--- config.mk ---
export PLATFORM = sky130hd
export DESIGN_NAME = pdc_outq
export DESIGN_NICKNAME = d
export VERILOG_FILES = /design/src/rtl/core/pdc_pkg.sv /design/src/rtl/core/pdc_outq.sv
export SDC_FILE = /design/constraint.sdc
export NUM_CORES = 1
export LEC_CHECK = 0
export ABC_CLOCK_PERIOD_IN_PS = 4900
export BUFFER_PORTS_ARGS = -buffer_cell sky130_fd_sc_hd__buf_2
export CAP_MARGIN = 20
export CORE_ASPECT_RATIO = 1.2
export CORE_MARGIN = 2
export CORE_UTILIZATION = 30
export CTS_CLUSTER_SIZE = 10
export DETAILED_ROUTE_END_ITERATION = 10
export GPL_ROUTABILITY_DRIVEN = 0
export GPL_TIMING_DRIVEN = 0
export PLACE_DENSITY = 0.43
export SETUP_SLACK_MARGIN = 0.1
export SYNTH_ARGS = -nofsm -noshare
export SYNTH_HDL_FRONTEND = slang
export SYNTH_SLANG_ARGS = --single-unit
--- constraint.sdc ---
create_clock -name clk -period 4.9 [get_ports clk]
set_input_delay 0 -clock clk [delete_from_list [all_inputs] [get_ports clk]]
set_output_delay 0 -clock clk [all_outputs]
set_load 0.01 [all_outputs]
--- src/rtl/core/pdc_pkg.sv ---
// shared types, constants and helpers for the palette dedup compactor
// no dependencies; used by every module under rtl/core

package pdc_pkg;

	localparam int PALETTE_DEPTH_DEF = 256;

	localparam int        TIDX_W    = 9;
	localparam logic [8:0] TIDX_NONE = 9'd256;

	localparam int QUANT_MUL = 100;

	localparam logic [15:0] DIST_INIT    = 16'hFFFF;
	localparam int          CLOSEST_INIT = 1;

	localparam int OUTQ_DEPTH = 8;
	localparam int OUTQ_AW    = $clog2(OUTQ_DEPTH);
	localparam int OUTQ_CW    = $clog2(OUTQ_DEPTH + 1);

	// where the placement color comes from in the cycle after the read
	typedef enum logic [1:0] {
		SRC_KEPT,
		SRC_RAW,
		SRC_FWD,
		SRC_ZERO
	} rd_src_t;

	// one result transaction
	typedef struct packed {
		logic       kind;
		logic       kept;
		logic [7:0] dest;
		logic [7:0] red;
		logic [7:0] green;
		logic [7:0] blue;
		logic [8:0] size;
		logic       end_pass;
	} rec_t;

	// per-channel quantization (c * 100) >> 8, range 0..99
	function automatic logic [6:0] quant(input logic [7:0] c);
		logic [14:0] p;
		p = 15'(c) * 15'(QUANT_MUL);
		return p[14:8];
	endfunction

endpackage

--- src/rtl/core/pdc_outq.sv ---
// result queue in front of the master stream port
// depends on pdc_pkg (rec_t, queue depth)

module pdc_outq (
	input  logic                         clk,
	input  logic                         arst_n,
	input  logic                         push,
	input  pdc_pkg::rec_t                push_rec,
	output logic                         m_tvalid,
	input  logic                         m_tready,
	output pdc_pkg::rec_t                m_rec,
	output logic [pdc_pkg::OUTQ_CW-1:0] fill
);

	pdc_pkg::rec_t                 q_mem [pdc_pkg::OUTQ_DEPTH];
	logic [pdc_pkg::OUTQ_AW-1:0]   wptr_q;
	logic [pdc_pkg::OUTQ_AW-1:0]   rptr_q;
	logic [pdc_pkg::OUTQ_CW-1:0]   count_q;
	logic                          pop;

	assign m_tvalid = (count_q != '0);
	assign pop      = m_tvalid && m_tready;
	assign m_rec    = q_mem[rptr_q];
	assign fill     = count_q;

	always_ff @(posedge clk) begin
		if (push) begin
			q_mem[wptr_q] <= push_rec;
		end
	end

	always_ff @(posedge clk or negedge arst_n) begin
		if (!arst_n) begin
			wptr_q  <= '0;
			rptr_q  <= '0;
			count_q <= '0;
		end else begin
			if (push) begin
				wptr_q <= wptr_q + 1'b1;
			end
			if (pop) begin
				rptr_q <= rptr_q + 1'b1;
			end
			case ({push, pop})
				2'b10:   count_q <= count_q + 1'b1;
				2'b01:   count_q <= count_q - 1'b1;
				default: count_q <= count_q;
			endcase
		end
	end

endmodule

# Yosys cells after proc, flatten, opt, wreduce, memory -nomap -nowiden

Memory sizes are Yosys's and may differ from the RTL's.
Cells that the tools add are included.

Input bits: 48
Word-level logic and storage cells: 16
Output and inout port bits: 49
Latch bits: 0
Memories kept: 1
RAM bits: 352
Bits in read-only memories: 0
Register bits: 10

Muxes and demuxes: 3
Shifts and indexed selects: 0
$add $sub $neg: 4
Multipliers: 0
Reduce and logical (&&, ||, !) cells: 3
Bitwise operators: 0
Equal/unequal tests: 2
Order comparisons: 0
Divide/modulo/power cells: 0

Memories:

| name  | depth | bits a word | rd ports | clocked after memory_dff | write ports | line           | RTL |
|---|---|---|---|---|---|---|---|
| q_mem | 8     | 44          | 1        | 0                        | 1           | pdc_outq.sv:15 | `pdc_pkg::rec_t q_mem [pdc_pkg::OUTQ_DEPTH];` |

Operators by type and width:

| kind                                                                  | count |
|---|---|
| 4-bit case mux with 2 select lines                                    | 1 |
| 3-bit by 1-bit adder with 3-bit output, second input constant         | 2 |
| 4-bit by 1-bit adder with 4-bit output, second input constant         | 1 |
| 4-bit nonzero test                                                    | 1 |
| 4-bit by 1-bit subtractor with 4-bit output, second input constant    | 1 |
| 2-bit by 1-bit equality test with 1-bit output, second input constant | 1 |
| 2-bit equality test, second input constant                            | 1 |
| 1-bit 2-to-1 mux                                                      | 2 |
| 2-bit nonzero test                                                    | 1 |
| 1-bit logical AND                                                     | 1 |

# Longest topological paths before layout

Depth after elaboration: 4
Mapped depth: 10
Mapped depth without buffers: 10

# Worst setup path before layout

Ideal clock, no wire load.

Path type: reg2reg
Start point: reg wptr_q[0] (netlist name)
End point: mem q_mem[0][0] (netlist name), enable pin
Slack: 801 ps
Cell stages (with the launch flop): 3
Required time: 4400 ps
Clock period less this slack: 4099 ps
Path buffers: 0
Library setup time: 500 ps
Data arrival time: 3599 ps
Cells stage by stage: dfrtp_1 nand2b_1 nor3_1

RTL lines:

| element                | line           | RTL |
|---|---|---|
| start, declared        | pdc_outq.sv:16 | `logic [pdc_pkg::OUTQ_AW-1:0] wptr_q;` |
| start signal, assigned | pdc_outq.sv:39 | `wptr_q <= wptr_q + 1'b1;` |
| end, declared          | pdc_outq.sv:15 |  |

No word-level cell before the write port.

==> metrics.txt <==
outcome=completed; Slew Viols, Final=0; Synth Register Bits=362; via count=around 6,300; f_max=347 MHz; aggregate routed wire length=30,800 um; Syn Nets=~620; Num Clock Sinks=362; logic gate share of total power=0.322; simple-gate area share of the yosys netlist=0.00745; Area growth, synth to finish=24.3%; clk_lat worst skew=0.53 ns; kind of critical path=register to output port; clk buf depth=3; R2R cell count=10; synth unique cells=27; fillers=4,213; Synth Instances=between 500 and 600; number of buffers inserted by post-CTS setup repair=0; Layout Skew=0.0114 ns; share of cells above drive strength 1=0.406; main combinational cell family by area after synthesis=multiplexers; initial antenna violation count=0; Routed WL per cell=around 22 um; Max stage delay cell, worst path=clkbuf_1; first-pass GRT wire length=45,600 um; Seq pwr share=0.403; TritonCTS clock tree=built; Die H=239 um; CTS root buf=clkbuf_16; actual slew at the worst max-slew pin=about 0.90 ns; worst-path fanout max=10; starting density of the core=0.302; worst min path class=input pin to register; Final Critical Period=2.88 ns; Post-Synth XOR/XNOR Area=0.00573; post-route ant nets=0; Int Pwr=7.08 mW; setup TNS=0 ns; die width=approximately 200 um; Max-slew headroom=0.402; CP Data Arrival Time=around 2.9 ns; clock power share=0.275; vias per inst=4.52; compound-gate portion of the synthesized area=0.00164; htree depth=2; initial DRC count=302; register area share after synthesis=0.786; final hold violation count=0; Post-Layout Cell Count=1,405; Sw Ratio=0.291; Mapped Avg Cell Area=24.5 um2; clk slew on worst S/H paths=~0.060 ns; die footprint=around 0.048 mm2; DRC=0; Worst Setup SP=rptr_q[1]; Nets=a little over 800; IO Port Bufs=96; RSZ-0062 raised after global routing=no; Slowest Stage Delay on Critical Path=0.59 ns; Post-CTS Hold Buffers=48; n_diodes=0; total gr overflow=0; Max-Cap Viols=0; placed instance area=0.0155 mm2; FF-to-FF End=fill[2]; reg2reg start=fill[1]; most used cell, CP=buf_2; gr usage total=0.134; multiplexer share of the synthesized area=0.183; r2r setup slk=2.30 ns; vias in the first global route=7,069; Final HPWL DP=roughly 20,000 um; Core ar.=0.0456 mm2; Final setup viols=0; Leakage Power=5.60 nW; Cells after DPL=1,299; crit start category=register; I/O Pins=97; switching power=2.90 mW; largest net degree at the start of global routing=22; Max VDD drop=roughly 0.26 mV; # rows=86; Worst Path Required=4.90 ns; Power Density=583 mW/mm2; cts bufs inserted=42; DRT Pass-1 Iters=4; yosys warns=0; Finished Cell Area=0.0171 mm2; Mapped Area=0.0138 mm2; Worst Setup End Kind=output port; Post-Synth Adder-Cell Area=0.00454; Worst Setup EP=m_rec[39]; Resized Gates After CTS=0; CP Cell Sequence=buf_2 -> clkbuf_1 -> buf_4 -> mux4_2 -> mux2_2 -> buf_2; crit share post-route=0.589; Tot Pwr=9.98 mW
## cell families (layout without fill, tap and decap cells)
group | count (synthesis) | count (layout)
buffers and inverters | 27 | 253
xor gates and xnor gates | 9 | 9
AOI/OAI and AO/OA | 3 | 3
adders and majority gates | 5 | 5
and+or+nand+nor | 21 | 21
muxes | 136 | 136
DFF | 362 | 362
## routing by layer
metal | vias up | part of all wire | track usage
met1 | 3389 | 0.41 | 0.161
met4 | 0 | 0.019 | 0.0388
met5 | - | 0 | 0
met2 | 113 | 0.54 | 0.244
met3 | 37 | 0.033 | 0.0224
li1 | 2809 | - | -
## Yosys cell counts
cell type,instances,area share
a21oi_1,1,0.00036
a41oi_1,1,0.00064
buf_1,1,0.00027
buf_12,2,0.0029
buf_2,8,0.0029
buf_4,1,0.00055
buf_6,1,0.00082
clkbuf_1,12,0.0033
dfrtp_1,10,0.018
edfxtp_1,352,0.77
ha_1,5,0.0045
inv_1,2,0.00055
mux2_2,46,0.038
mux2_4,1,0.0011
mux2i_1,1,0.00073
mux4_2,88,0.14
nand2_1,4,0.0011
nand2b_1,3,0.0014
nand3_1,1,0.00036
nor2_1,7,0.0019
nor2b_1,1,0.00045
nor3_1,3,0.0011
nor4b_1,1,0.00064
o41ai_1,1,0.00064
or4_1,1,0.00055
xnor2_1,4,0.0025
xor2_1,5,0.0032
## worst min-delay path by stage
stage,endpoint,depth (start not counted),start,slack [ns]
after floorplan,fill[0],0,arst_n,-0.30
after global placement,fill[3],1,arst_n,-0.13
after detailed placement,fill[0],1,arst_n,-0.12
after CTS,q_mem[6][2],2,push_rec[2],0.25
after global routing,q_mem[0][37],2,push_rec[37],0.28
final,wptr_q[0],3,push,0.28
## state kept, by name, summed over array words and instances, names as in the netlist
register,count
fill,4
q_mem,352
rptr_q,3
wptr_q,3
## stage by stage
stage | setup slack (ns) | hold WS (ns) | util
after floorplan | 0.801 | -0.296 | -
after global placement | -3.07 | -0.134 | 0.329
after detailed placement | 2.32 | -0.122 | 0.339
after CTS | 1.91 | 0.250 | 0.375
after global routing | 1.85 | 0.281 | 0.375
final | 2.02 | 0.280 | 0.375
## cell usage in the layout, fill, tap and decap left out, types with 5 or more instances in the layout
cell / n
mux2_2: 46
ha_1: 5
clkbuf_16: 45
dlygate4sd3_1: 48
clkbuf_1: 24
buf_6: 9
nor2_4: 6
dfrtp_1: 10
buf_12: 12
edfxtp_1: 352
buf_2: 104
mux4_2: 88
xor2_1: 5
## worst max-delay path: cells and delay by family, from the launching register on
| family | cells | cell delay (ns) |
|---|---|---|
| buffers and inverters | 4 | 1.35 |
| flip-flops | 1 | 0.36 |
| multiplexers | 2 | 0.64 |
## power by group through the flow
stage / clock [mW] / combinational (mW) / sequential (mW)
4_1_cts: 2.84 / 3.35 / 4.03
3_5_place_dp: 0 / 3.31 / 4.09
3_3_place_gp: 0 / 3.11 / 4.14
2_1_floorplan: 0 / 2.00 / 4.08
5_1_grt: 2.95 / 3.49 / 4.06
6_report: 2.74 / 3.21 / 4.02
## cell type report
cell class	count	area, um2	area share
inverters	2	7.51	0.000439
clock buffers	57	1170	0.0684
well taps	616	771	0.0450
repair buffers	168	1340	0.0785
flip-flops and latches	362	10800	0.632
clock inverters	1	3.75	0.000219
multi-input cells	174	2850	0.166
plain buffers	25	148	0.00863
Note: power is estimated with default switching activity, not from simulation.
