--- src/rtl/core/pdc_pkg.sv ---
// shared types, constants and helpers for the palette dedup compactor
// no dependencies; used by every module under rtl/core

package pdc_pkg;

	localparam int PALETTE_DEPTH_DEF = 256;

	localparam int        TIDX_W    = 9;
	localparam logic [8:0] TIDX_NONE = 9'd256;

	localparam int QUANT_MUL = 100;

	localparam logic [15:0] DIST_INIT    = 16'hFFFF;
	localparam int          CLOSEST_INIT = 1;

	localparam int OUTQ_DEPTH = 8;
	localparam int OUTQ_AW    = $clog2(OUTQ_DEPTH);
	localparam int OUTQ_CW    = $clog2(OUTQ_DEPTH + 1);

	// where the placement color comes from in the cycle after the read
	typedef enum logic [1:0] {
		SRC_KEPT,
		SRC_RAW,
		SRC_FWD,
		SRC_ZERO
	} rd_src_t;

	// one result transaction
	typedef struct packed {
		logic       kind;
		logic       kept;
		logic [7:0] dest;
		logic [7:0] red;
		logic [7:0] green;
		logic [7:0] blue;
		logic [8:0] size;
		logic       end_pass;
	} rec_t;

	// per-channel quantization (c * 100) >> 8, range 0..99
	function automatic logic [6:0] quant(input logic [7:0] c);
		logic [14:0] p;
		p = 15'(c) * 15'(QUANT_MUL);
		return p[14:8];
	endfunction

endpackage

--- src/rtl/core/pdc_dist.sv ---
// squared-distance pipeline and closest-entry tracker
// depends on pdc_pkg (reset constants)

module pdc_dist #(
	parameter int PALETTE_DEPTH = pdc_pkg::PALETTE_DEPTH_DEF
) (
	input  logic                             clk,
	input  logic                             arst_n,
	input  logic [20:0]                      cur_q,
	input  logic [20:0]                      ref_q,
	input  logic                             upd_en,
	input  logic [$clog2(PALETTE_DEPTH)-1:0] upd_slot,
	input  logic                             pass_end,
	output logic [$clog2(PALETTE_DEPTH)-1:0] closest_slot
);

	localparam int AW = $clog2(PALETTE_DEPTH);

	logic signed [7:0] diff_c  [3];
	logic signed [7:0] diff_s1 [3];
	logic [13:0]       sq_c    [3];
	logic [13:0]       sq_s2   [3];
	logic [6:0]        mag;
	logic [15:0]       sum;
	logic [15:0]       dist_q;
	logic [AW-1:0]     slot_q;

	// channel differences at the input edge
	always_comb begin
		for (int ch = 0; ch < 3; ch++) begin
			diff_c[ch] = 8'({1'b0, cur_q[7*ch +: 7]}) - 8'({1'b0, ref_q[7*ch +: 7]});
		end
	end

	// magnitude squared per channel
	always_comb begin
		mag = '0;
		for (int ch = 0; ch < 3; ch++) begin
			mag = diff_s1[ch][7] ? 7'(-diff_s1[ch]) : 7'(diff_s1[ch]);
			sq_c[ch] = 14'(mag) * 14'(mag);
		end
	end

	always_ff @(posedge clk) begin
		diff_s1 <= diff_c;
		sq_s2   <= sq_c;
	end

	assign sum = 16'(sq_s2[0]) + 16'(sq_s2[1]) + 16'(sq_s2[2]);

	always_ff @(posedge clk or negedge arst_n) begin
		if (!arst_n) begin
			dist_q <= pdc_pkg::DIST_INIT;
			slot_q <= AW'(pdc_pkg::CLOSEST_INIT);
		end else if (pass_end) begin
			dist_q <= pdc_pkg::DIST_INIT;
			slot_q <= AW'(pdc_pkg::CLOSEST_INIT);
		end else if (upd_en && (sum < dist_q)) begin
			dist_q <= sum;
			slot_q <= upd_slot;
		end
	end

	assign closest_slot = slot_q;

endmodule

--- config.mk ---
export PLATFORM = sky130hd
export DESIGN_NAME = pdc_dist
export DESIGN_NICKNAME = d
export VERILOG_FILES = /design/src/rtl/core/pdc_pkg.sv /design/src/rtl/core/pdc_dist.sv
export SDC_FILE = /design/constraint.sdc
export NUM_CORES = 1
export LEC_CHECK = 0
export BUFFER_PORTS_ARGS = -buffer_cell sky130_fd_sc_hd__buf_4
export CAP_MARGIN = 20
export CORE_MARGIN = 4
export CORE_UTILIZATION = 36
export CTS_BUF_LIST = sky130_fd_sc_hd__clkbuf_8
export DETAILED_ROUTE_END_ITERATION = 10
export GPL_TIMING_DRIVEN = 0
export SLEW_MARGIN = 40
export SYNTH_ARGS = -nofsm -noshare
export SYNTH_HDL_FRONTEND = slang
export SYNTH_SLANG_ARGS = --single-unit
export TNS_END_PERCENT = 5
--- constraint.sdc ---
create_clock -name clk -period 5.3 [get_ports clk]
set_input_delay 0.795 -clock clk [delete_from_list [all_inputs] [get_ports clk]]
set_output_delay 0.795 -clock clk [all_outputs]
set_load 0.05 [all_outputs]
Word-level counts from Yosys, hierarchy flattened:

Index checks and enable logic that the tools add are counted.

* add/subtract/negate cells: 8
* multiply operators: 3
* divide/modulo/power cells: 0
* order comparisons: 1
* eq/ne operators: 0
* shift operators: 0
* muxes and demuxes: 7
* bitwise gates (word level): 0
* reduce and logical (&&, ||, !) cells: 2

Operator list (number)
* multiplier 7 x 7 -> 14 bit: 3
* two-way mux 16 bit: 2
* subtractor 7 x 7 -> 8 bit: 3
* two-way mux 7 bit: 3
* negator 7 bit: 3
* adder 15 x 14 -> 16 bit: 1
* < comparator 16 bit: 1
* two-way mux 8 bit: 2
* adder 14 x 14 -> 15 bit: 1
* nonzero test 2 bit: 1
* logical AND 1 bit: 1

* bits in registers: 90
* latch bits: 0
* RAM bits: 0
* bits in read-only memories: 0
* bits of input ports: 54
* output and inout port bits: 8
* word-level logic and storage cells: 29
* memories: 0

Longest topological paths before layout:

Gate-level depths: netlist of run 1.

* depth after elaboration: 6
* depth in mapped cells: 23
* depth with buffers taken out: 22

Least setup slack after synthesis of run 1:

OpenSTA, ideal clock, no wires.

* path type: register to register
* start: reg diff_s1[0] (netlist bit)
* end: reg sq_s2[11] (netlist bit)
* setup time: 0.095 ns
* arrival: 5.209 ns
* data required time: 5.205 ns
* path slack: -0.005 ns
* stages on the path, launching flop included: 24
* buffers on the path: 1
* period minus slack after synthesis: 5.305 ns
* cells stage by stage: dfxtp_1 > clkbuf_1 > inv_1 > ha_1 > nand2b_1 > o21ai_0 > xor2_1 > nand2b_1 > xnor2_1 > ha_1 > inv_1 > fa_1 > inv_1 > fa_1 > inv_1 > fa_1 > inv_1 > ha_1 > a21o_1 > a21o_1 > a21o_1 > o21ai_1 > or4b_1 > o311ai_1

RTL lines
* from (decl): RTL line pdc_dist.sv:20 `logic signed [7:0] diff_s1 [3];`
* from (signal assigned): RTL line pdc_dist.sv:45 `diff_s1 <= diff_c;`
* to (signal assigned): RTL line pdc_dist.sv:46 `sq_s2 <= sq_c;`
* to (decl): RTL line pdc_dist.sv:22 `logic [13:0] sq_s2 [3];`

==> results.md, run 1 <==
* Arrival time worst endpoint at around 5.4 ns
* Drt wl/cell at 12.2 um
* Total routing resource utilization after global routing at 0.130
* Final worst setup slack at 0.173 ns
* Slew Viols, Final at 0
* Inserted Clock Buffers at 9
* Fillcell total at 2155
* Remaining DRCs at 0
* Commonest cells after routing, fill and taps aside: 136 x sky130_fd_sc_hd__inv_1, 125 x sky130_fd_sc_hd__ha_1, 80 x sky130_fd_sc_hd__buf_4
* Max-Cap Viols at 0
* Sum of negative setup slack at 0 ns
* CTS clock-pin slew for the worst setup and hold paths at 0.10 ns
* Root buf cell: sky130_fd_sc_hd__clkbuf_8
* Maximum number of pins on one net before global-route repair at 25
* CTS H-tree depth at 3
* Kind of launch point of the worst setup path: register
* Remaining max-slew budget at the tightest pin at 0.594
* Post-route non-filler standard cell count at 1255
* Final critical path time including I/O delays and setup at 5.13 ns
* Layout Utilization at 0.433
* Area growth syn-to-layout at 17.3%
* Number of rows created at floorplan at between 50 and 60
* First-pass GRT wire length at 26700 um
* Num ports at 62
* Required arrival time at the worst endpoint at 5.59 ns
* Initial Utilization at 0.369
* Synthesized area per cell at a little over 9 um2
* Nets at between 1k and 1.5k
* Placeable core area at 22000 um2
* Antenna violations before repair at 0
* Post-route ant nets at 0
* Endpoint class of the critical path: register
* Synthesized net count at 1117
* Worst slack after detailed placement at -0.505 ns
* TritonCTS clock tree: done
* Synthesized area at 8120 um2
* Worst-Skew Late Latency at 0.38 ns
* Crit Path Class: reg2reg
* Via count of the first global-routing pass at 5826
* Die X-Extent at roughly 160 um
* Final hold violation count at 0
* Vias per std cell at 4.80
* Dominant register cell in the synthesized netlist: sky130_fd_sc_hd__dfxtp_1
* Instance count after placement with tap cells included at 1221
* Post-synthesis async set-or-reset flop share at 0.276
* Number of sinks on the clock net at 87
* Hold buffer count at cts at 0
* Maximum clock path buffer count at 2
* Proportion of layout cells with a drive suffix above 1 at 0.194
* Post-DP HPWL at 12500 um
* Synthesized netlist cell count at 880
* Vertical extent of the die at 158 um
* Min-delay worst type: in2async
* First-pass detailed-route iteration total at 4
* FF+latch count, synth at 87
* Placer congestion estimate at 0.827
* IO Port Bufs at 61
* Inserted Diodes at 0
* Number of flops mapped to enable cells by yosys at 0
* Yosys warns at 0
* Final wirelength at 15300 um
* Most common cell after layout, fill and taps aside: sky130_fd_sc_hd__inv_1
* CP Max Fanout at 4
* Largest clock skew in the final design at 0.0191 ns
* Share of the clock period used by the worst path at 0.967
* Number of distinct standard cells referenced by the synthesized netlist at 72
* Run status: finished, final reports clean
* Final setup violation count at 0
* Total via count in the routed design at about 6k
* Number of violations reported at the end of detailed-routing iteration 0 at 209
* Highest attainable clock frequency at approximately 200 MHz
* Share of synthesized area occupied by flip-flops and latches at 0.232
* Floorplan die area at roughly 25000 um2
* Sum of overflow across all layers after global routing at 0
* Slew @ Worst Pin at slightly above 0.6 ns
==> Yosys cell counts, drive strengths merged (2+ instances only) <==
master	count	area share
nor2b	12	0.010
a21o	28	0.026
o211ai	3	0.0028
o21ai	36	0.024
inv	141	0.065
and3	7	0.0055
nor2	77	0.036
xnor2	45	0.049
mux2i	5	0.0082
a211oi	5	0.0046
or2	6	0.0046
mux2	2	0.0032
a22o	7	0.0075
nand2b	22	0.017
a21boi	5	0.0046
nor3	13	0.0080
fa	54	0.13
or3	4	0.0031
a2bb2oi	15	0.016
dfstp	17	0.055
a31o	2	0.0022
ha	129	0.20
xor2	33	0.037
nor3b	2	0.0025
dfrtp	7	0.022
o31ai	7	0.0089
o2111ai	2	0.0029
nand2	43	0.020
nand3	11	0.0068
clkbuf	4	0.0018
dfxtp	63	0.16
buf	5	0.0039
a21oi	33	0.020
nand4	3	0.0023
a31oi	8	0.0069
o21bai	5	0.0046
==> worst max-delay path: stages, from the launching register on <==
cell and delay, ns:
sky130_fd_sc_hd__dfxtp_4 0.37, sky130_fd_sc_hd__or3_4 0.42, sky130_fd_sc_hd__o31ai_4 0.32, sky130_fd_sc_hd__xor2_2 0.24, sky130_fd_sc_hd__nor2_4 0.07, sky130_fd_sc_hd__xnor2_1 0.13, sky130_fd_sc_hd__ha_1 0.28, sky130_fd_sc_hd__inv_1 0.05
sky130_fd_sc_hd__fa_1 0.52, sky130_fd_sc_hd__inv_2 0.04, sky130_fd_sc_hd__fa_1 0.52, sky130_fd_sc_hd__inv_1 0.05, sky130_fd_sc_hd__fa_1 0.49, sky130_fd_sc_hd__inv_2 0.05, sky130_fd_sc_hd__ha_4 0.21, sky130_fd_sc_hd__a21o_1 0.17
sky130_fd_sc_hd__a21o_1 0.17, sky130_fd_sc_hd__a21o_1 0.17, sky130_fd_sc_hd__o21ai_2 0.18, sky130_fd_sc_hd__or4b_4 0.50, sky130_fd_sc_hd__o311ai_4 0.09
==> what timing repair did <==
item | 4_1_cts | 5_1_grt
resized for setup | 19 | 40
buffers inserted | 5 | 14
pin swaps | 4 | 16
setup endpoints to repair | 10 | 7
==> per-stage QoR <==
step                      hold WS (ns)  instance area [um2]
after floorplan                  0.329                 8120
after global placement           0.338                 8930
after detailed placement         0.354                 8930
after CTS                        0.275                 9250
after global routing             0.298                 9530
final                            0.290                 9530
==> flip-flops by register name, indices dropped and copies added, names as in the netlist <==
name,cells
sq_s2,39
dist_q,16
closest_slot,8
diff_s1,24
==> cell families after synthesis <==
group	after synthesis	share of synthesized area
xor gates and xnor gates	78	0.0850
muxes	7	0.0114
and+or+nand+nor	206	0.122
adders and majority gates	183	0.332
other	1	0.000462
AOI/OAI and AO/OA	168	0.147
buffers and inverters	150	0.0709
DFF	87	0.232
==> worst paths after layout <==
check / slack (ns) / startpoint / cells past startpoint / to
setup reg to reg: 0.17 / diff_s1[2] / 20 / sq_s2[11]
max in group asynchronous: 4.71 / arst_n / 1 / dist_q[11]
hold reg to reg: 0.39 / diff_s1[0] / 0 / sq_s2[0]
hold / removal: 0.29 / arst_n / 1 / closest_slot[7]
min in group clk: 0.39 / diff_s1[0] / 0 / sq_s2[0]
setup / recovery: 0.17 / diff_s1[2] / 20 / sq_s2[11]
==> metal layers <==
metal,track usage,share of wire,up-vias,wire (um)
met2,0.213,0.46,77,7040
met5,0,0,-,0
met4,0.0414,0.016,0,239
li1,-,-,3110,-
met3,0.0180,0.030,16,463
met1,0.178,0.49,2825,7540
==> final cells by class <==
class                      count  area [um2]  area share
buffer                         8        52.6     0.00551
sequential                    87        1900       0.199
clock buffer                  10         138      0.0144
tap                          280         350      0.0368
timing repair buffer          80         601      0.0630
multi-input combinational    643        5920       0.621
clock inverter                 6        43.8     0.00459
inverter                     141         529      0.0555
Power of run 1 is not shown: default switching activity piles up to over one toggle a cycle in this logic, so the estimate is an artifact.
==> inputs of run 2 (changes only) <==
- CELL_PAD_IN_SITES_DETAIL_PLACEMENT: unset -> 1
- CELL_PAD_IN_SITES_GLOBAL_PLACEMENT: unset -> 1
- PLACE_DENSITY_LB_ADDON: unset -> 0.1
==> run 2 against run 1 <==
Compared with the run above:
- first-iteration DRC count decreased by 49%
- clock skew decreased by 0.0052 ns
- die area unchanged
- highest routed layer unchanged
- maximum frequency increased by 1.4%
- critical path type unchanged
==> results.md, run 2 (synthesis gave the netlist of run 1 again) <==
* Number of cells traversed by the worst register-to-register path at 20
* Maximum number of pins on one net before global-route repair at 25
* Placer congestion estimate at approximately 0.76
* IO Port Bufs at 61
* Largest register FFs at 39
* Endpoint class of the critical path: register
* Crit Path Class: reg2reg
* Crit Reg-Reg Startpoint: diff_s1[2]
* Vertical extent of the die at about 160 um
* Vias per std cell at 4.82
* CTS H-tree depth at 3
* Max-Cap Viols at 0
* Instance count after placement with tap cells included at 1221
* Internal reg-to-reg setup slack at 0.24 ns
* Layout Utilization at 0.433
* Num ports at slightly above 60
* First-pass detailed-route iteration total at 4
* Largest registers in the final layout: sq_s2 x39, diff_s1 x24, dist_q x16
* Placeable core area at 22000 um2
* Fillcell total at 2577
* Slew @ Worst Pin at just under 0.6 ns
* Post-route ant nets at 0
* Antenna violations before repair at 0
* Highest attainable clock frequency at 198 MHz
* Inserted Clock Buffers at 9
* Maximum clock path buffer count at 2
* Smallest hold slack at 0.303 ns
* First-pass GRT wire length at 29700 um
* Final critical path time including I/O delays and setup at 5.06 ns
* Final hold violation count at 0
* Initial Utilization at 0.369
* Die X-Extent at ~160 um
* Min-delay worst type: in2async
* Post-DP HPWL at around 15000 um
* Most flops, register: sq_s2
* Total routing resource utilization after global routing at 0.146
* Number of rows created at floorplan at 54
* Final wirelength at 17400 um
* Area taken by multi-input logic gates at 5920 um2
* Worst-Skew Late Latency at 0.37 ns
* Inserted Diodes at 0
* Total via count in the routed design at 6049
* Post-route non-filler standard cell count at 1255
* Final setup violation count at 0
* Share of the clock period used by the worst path at 0.954
* Run status: finished, final reports clean
* Remaining DRCs at 0
* Nets at 1207
* Drt wl/cell at 13.9 um
* Slew Viols, Final at 0
* Hold buffer count at cts at 0
* Floorplan die area at 25000 um2
* Largest clock skew in the final design at ~0.014 ns
* Required arrival time at the worst endpoint at between 5 and 6 ns
* TritonCTS clock tree: done
* Sum of overflow across all layers after global routing at 0
* Via count of the first global-routing pass at 6358
* Proportion of layout cells with a drive suffix above 1 at 0.191
* Number of sinks on the clock net at just under 90
* Most common cell after layout, fill and taps aside: sky130_fd_sc_hd__inv_1
* Kind of launch point of the worst setup path: register
* Capture point of the worst reg-to-reg path: sq_s2[11]
* Root buf cell: sky130_fd_sc_hd__clkbuf_8
* Area growth syn-to-layout at 17.5%
* Remaining max-slew budget at the tightest pin at 0.603
* CTS clock-pin slew for the worst setup and hold paths at ~0.090 ns
* Number of violations reported at the end of detailed-routing iteration 0 at 106
* Commonest cells after routing, fill and taps aside: 139 x sky130_fd_sc_hd__inv_1, 123 x sky130_fd_sc_hd__ha_1, 80 x sky130_fd_sc_hd__buf_4
* CP Max Fanout at 5
* Register cell area after layout at 1900 um2
* Arrival time worst endpoint at 5.32 ns
-- run 2: worst max-delay path, cell delays in order (launching register included) --
cell                       delay (ns)
sky130_fd_sc_hd__dfxtp_4         0.37
sky130_fd_sc_hd__or3_4           0.42
sky130_fd_sc_hd__o31ai_4         0.25
sky130_fd_sc_hd__xor2_2          0.24
sky130_fd_sc_hd__nor2_4          0.07
sky130_fd_sc_hd__xnor2_1         0.13
sky130_fd_sc_hd__ha_1            0.28
sky130_fd_sc_hd__inv_1           0.05
sky130_fd_sc_hd__fa_1            0.53
sky130_fd_sc_hd__inv_1           0.06
sky130_fd_sc_hd__fa_1            0.47
sky130_fd_sc_hd__inv_1           0.05
sky130_fd_sc_hd__fa_1            0.52
sky130_fd_sc_hd__inv_1           0.06
sky130_fd_sc_hd__ha_4            0.23
sky130_fd_sc_hd__a21o_1          0.17
sky130_fd_sc_hd__a21o_1          0.17
sky130_fd_sc_hd__a21o_1          0.17
sky130_fd_sc_hd__o21ai_2         0.17
sky130_fd_sc_hd__or4b_1          0.44
sky130_fd_sc_hd__o311ai_1        0.10
-- run 2: area by class of cell --
class	count	share of cell area
Sequential cell	87	0.199
Tap cell	280	0.0367
Clock buffer	9	0.0130
Timing Repair Buffer	80	0.0629
Multi-Input combinational cell	643	0.620
Buffer	8	0.00550
Clock inverter	7	0.00708
Inverter	141	0.0561
-- run 2: worst max path at each step --
stage | depth (start not counted) | to | from
final | 20 | sq_s2[11] | diff_s1[2]
after global routing | 20 | sq_s2[11] | diff_s1[2]
after CTS | 21 | sq_s2[41] | diff_s1[16]
after detailed placement | 22 | sq_s2[41] | diff_s1[16]
after global placement | 23 | sq_s2[11] | diff_s1[0]
after floorplan | 23 | sq_s2[11] | diff_s1[0]
-- run 2: repair_timing --
item,in CTS,in global routing
gates resized for setup,27,30
gates cloned,0,0
setup endpoints to repair,14,9
setup buffers,4,15
pin swaps,5,16
-- run 2: routing by layer --
layer	routed length, um	track usage	share of wire
met1	8430	0.190	0.48
met2	8380	0.256	0.48
met3	414	0.0189	0.024
met4	187	0.0353	0.011
met5	0	0	0
-- run 2: through the flow --
step	setup slack, ns	instance area, um2	TNS [ns]
final	0.245	9550	0
after global routing	-0.0101	9550	-0.0177
after CTS	0.00665	9290	0
after detailed placement	-0.498	8930	-2.64
after global placement	-0.472	8930	-2.19
after floorplan	0.0637	8120	0
Power of run 2 is left out for the same reason.
